<file path="config.mk">
export PLATFORM = sky130hd
export DESIGN_NAME = ssca_ram
export DESIGN_NICKNAME = d
export VERILOG_FILES = /design/src/rtl/ssca_ram.sv
export SDC_FILE = /design/constraint.sdc
export NUM_CORES = 1
export LEC_CHECK = 0
export BUFFER_PORTS_ARGS = -buffer_cell sky130_fd_sc_hd__buf_2
export CAP_MARGIN = 20
export CORE_UTILIZATION = 35
export DETAILED_ROUTE_END_ITERATION = 8
export MAX_ROUTING_LAYER = met4
export PLACE_DENSITY = 0.55
export SLEW_MARGIN = 10
export SYNTH_ARGS = -nofsm -noshare
export SYNTH_HDL_FRONTEND = slang
export SYNTH_SLANG_ARGS = --single-unit
</file>
<file path="constraint.sdc">
create_clock -name clk -period 1.4 [get_ports clk]
set_input_delay 0 -clock clk [delete_from_list [all_inputs] [get_ports clk]]
set_output_delay 0 -clock clk [all_outputs]
set_load 0.02 [all_outputs]
</file>
<file path="src/rtl/ssca_ram.sv">
// Generic single-port-write, single-port-read RAM with registered read.
// No dependencies.
module ssca_ram #(
  parameter int Width = 8,
  parameter int Depth = 16
) (
  input  logic                     clk,
  input  logic                     we,
  input  logic [$clog2(Depth)-1:0] waddr,
  input  logic [Width-1:0]         wdata,
  input  logic [$clog2(Depth)-1:0] raddr,
  output logic [Width-1:0]         rdata
);
  logic [Width-1:0] mem [Depth];
  always_ff @(posedge clk) begin
    if (we) mem[waddr] <= wdata;
    rdata <= mem[raddr];
  end
endmodule

</file>
==> impl_results.md <==
* Worst setup path class: reg2reg
* Final Util at 44.71%
* Gpl congestion at 0.6978
* CTS buffer count at 17
* Pwr Density at 1515 mW/mm^2
* Die area at 0.01520 mm^2
* Number of synthesized flops with an enable pin at 128
* Placed cell areas at 0.005637 mm^2
* Outcome: finished clean
* Max Used Layer: met4
* Pin count of the biggest net entering global routing at 24
* Design area at 0.006302 mm^2
* Detailed-route wire length at 10,900 um
* CP Data Arrival Time at 1.63 ns
* CTS H-Tree Depth at 4
* # DRC at 0
* Max Slew Vio Count at 0
* Worst setup SP type: flip-flop
* Total power at 9.551 mW
* Met3 WL at 571 um
* Crit-path max FO at 1
* Adder-Cell Fraction of Synth Area at 0%
* Final TNS setup at 0 ns
* Fmax at 748.9 MHz
* Share of cells above drive strength 1 at 34.20%
* Global-route wire length before repair at 16,260 um
* Synth Cell Area at 0.005147 mm^2
* Final Cycle Share at 95.38%
* Final-report hold violation count at 0
* Starting density of the core at 36.52%
* Fin nets at 312
* Minimum clock period at 1.335 ns
* Vias in the first global route at 2,622
* Sequential share of the synthesized area at 77.78%
* Io pins at 26
* Drt wl/cell at 22.38 um
* Largest family of logic cells by synthesized area: multiplexers
* Die width at 123.3 um
* Rel. slew slack at 41.38%
* CTS tree: built
* Die Y at 123.3 um
* Clock Skew at 0.01067 ns
* Area grow syn2layout at 22.44%
* Top_reg_cell synth: edfxtp_1
* Rows at 43
* Worst VDD drop at 0.8126 mV
* Commonest non-fill, non-tap cells in the layout: edfxtp_1, buf_2, buf_4
* Slew at the pin closest to its max-slew limit at 0.8775 ns
* Mapped Cells at 229
* Max-Cap Viols at 0
* Routed vias/inst at 5.146
* WL met1 at 4960 um
* Hold Path Class: in2reg
* Xor/xnor share of the synthesized area at 0%
* Clock slew at reported path FFs at 0.06 ns
* Worst hold slack at 0.01158 ns
* Grt total ovfl at 0
* Routed Antenna Nets at 0
* Dpl hpwl at 6896 um
* Iteration-0 DRC Markers at 192
* Syn nets at 247
* Syn_area_per_cell at 22.48 um^2
* PortBufs at 25
* Leading cell type in the layout, fill and taps excluded: edfxtp_1
* Post-synth ARST share at 0%
* Initial DRT Pass Iterations at 4
* Routed vias at 2,506
* CTS Sinks at 136
* Simple-Gate Fraction of Synth Area at 3.184%
* Yosys reg bits at 136
* Lkg Pwr at 2.147 nW
* Cell variety after synth at 19
* Total track usage at 16.42%
* Initial antenna violation count at 0
* Synth Area in Compound Gates at 2.333%
* # Post-CTS Setup Buffers at 0
* Req. time, crit path at 1.69 ns
* DR WL met2 at 5279 um
* ANT cells at 0
* Core ar. at 0.01410 mm^2
* # setup viols final at 0
* Clock Latency Late Sink at 0.41 ns
* Root Driver: clkbuf_16
* Crit. End Element: flip-flop
* Multiplexer area fraction after synthesis at 15.02%
* Ys Warns at 0
* Maximum clock path buffer count at 2
-- flip-flops by register name, summed over array words and instances, names as in the netlist --
signal / count
mem: 128
rdata: 8
-- metal layers --
metal,GRT usage [%],vias to the layer above
met5,-,-
met4,5.120,0
met3,4.982,7
met2,24.16,72
met1,21.89,1321
li1,-,1106
-- stage by stage --
step,worst slack (ns),std cells
detailed placement,-0.1333,450
global route,-0.007045,487
CTS,0.03421,487
floorplan,0.1339,229
global placement,-0.1109,450
finish,0.06470,487
-- final timing paths --
check,from,to,slack (ns),cells after the start
worst min register to register,mem[12][3],rdata[3],0.69,3
worst min-delay path,wdata[4],mem[5][4],0.01,1
worst max register to register,mem[10][4],rdata[4],0.06,3
worst max-delay path,mem[10][4],rdata[4],0.06,3
-- repair_timing --
item / in CTS / in global routing
hold endpoints to repair: 74 / 0
hold buffers: 5 / 0
resized for setup: 3 / 5
endpoints found under the setup margin: 3 / 4
-- worst max-delay path: stages, from the launching register on --
cell	delay, ns
edfxtp_1	0.37
mux4_1	0.57
a22oi_2	0.22
nand2_1	0.07
-- logic make-up after synthesis --
kind of cell           after synthesis
DFF                                136
buffers and inverters               10
AOI/OAI and AO/OA                   16
and+or+nand+nor                     35
muxes                               32
-- synthesized netlist by cell type (2+ instances only) --
| cell | n | area share [%] |
|---|---|---|
| edfxtp_1 | 128 | 75 |
| mux4_2 | 18 | 7.9 |
| a22oi_1 | 16 | 2.3 |
| mux4_1 | 14 | 7.1 |
| nor2_1 | 13 | 0.95 |
| nand2_1 | 9 | 0.66 |
| dfxtp_1 | 8 | 3.1 |
| nor3_1 | 4 | 0.39 |
| buf_2 | 3 | 0.29 |
| buf_6 | 3 | 0.66 |
| clkdlybuf4s25_2 | 3 | 0.58 |
| nand2b_1 | 2 | 0.24 |
| nand3b_1 | 2 | 0.29 |
-- final cells by class --
| cell class | count | area [um^2] |
|---|---|---|
| flip-flops and latches | 136 | 4004 |
| fillers | 1237 | 7794 |
| clock inverters | 12 | 156.4 |
| clock buffers | 20 | 436.7 |
| multi-input cells | 83 | 1085 |
| well taps | 180 | 225.2 |
| repair buffers | 56 | 395.4 |
-- power breakdown --
group | switching (mW) | internal [mW] | total, mW
registers | 0.0268 | 4.55 | 4.58
clock network | 1.52 | 2.94 | 4.46
logic | 0.297 | 0.212 | 0.509
total | 1.84 | 7.71 | 9.55
Note: power is estimated with default switching activity, not from simulation.
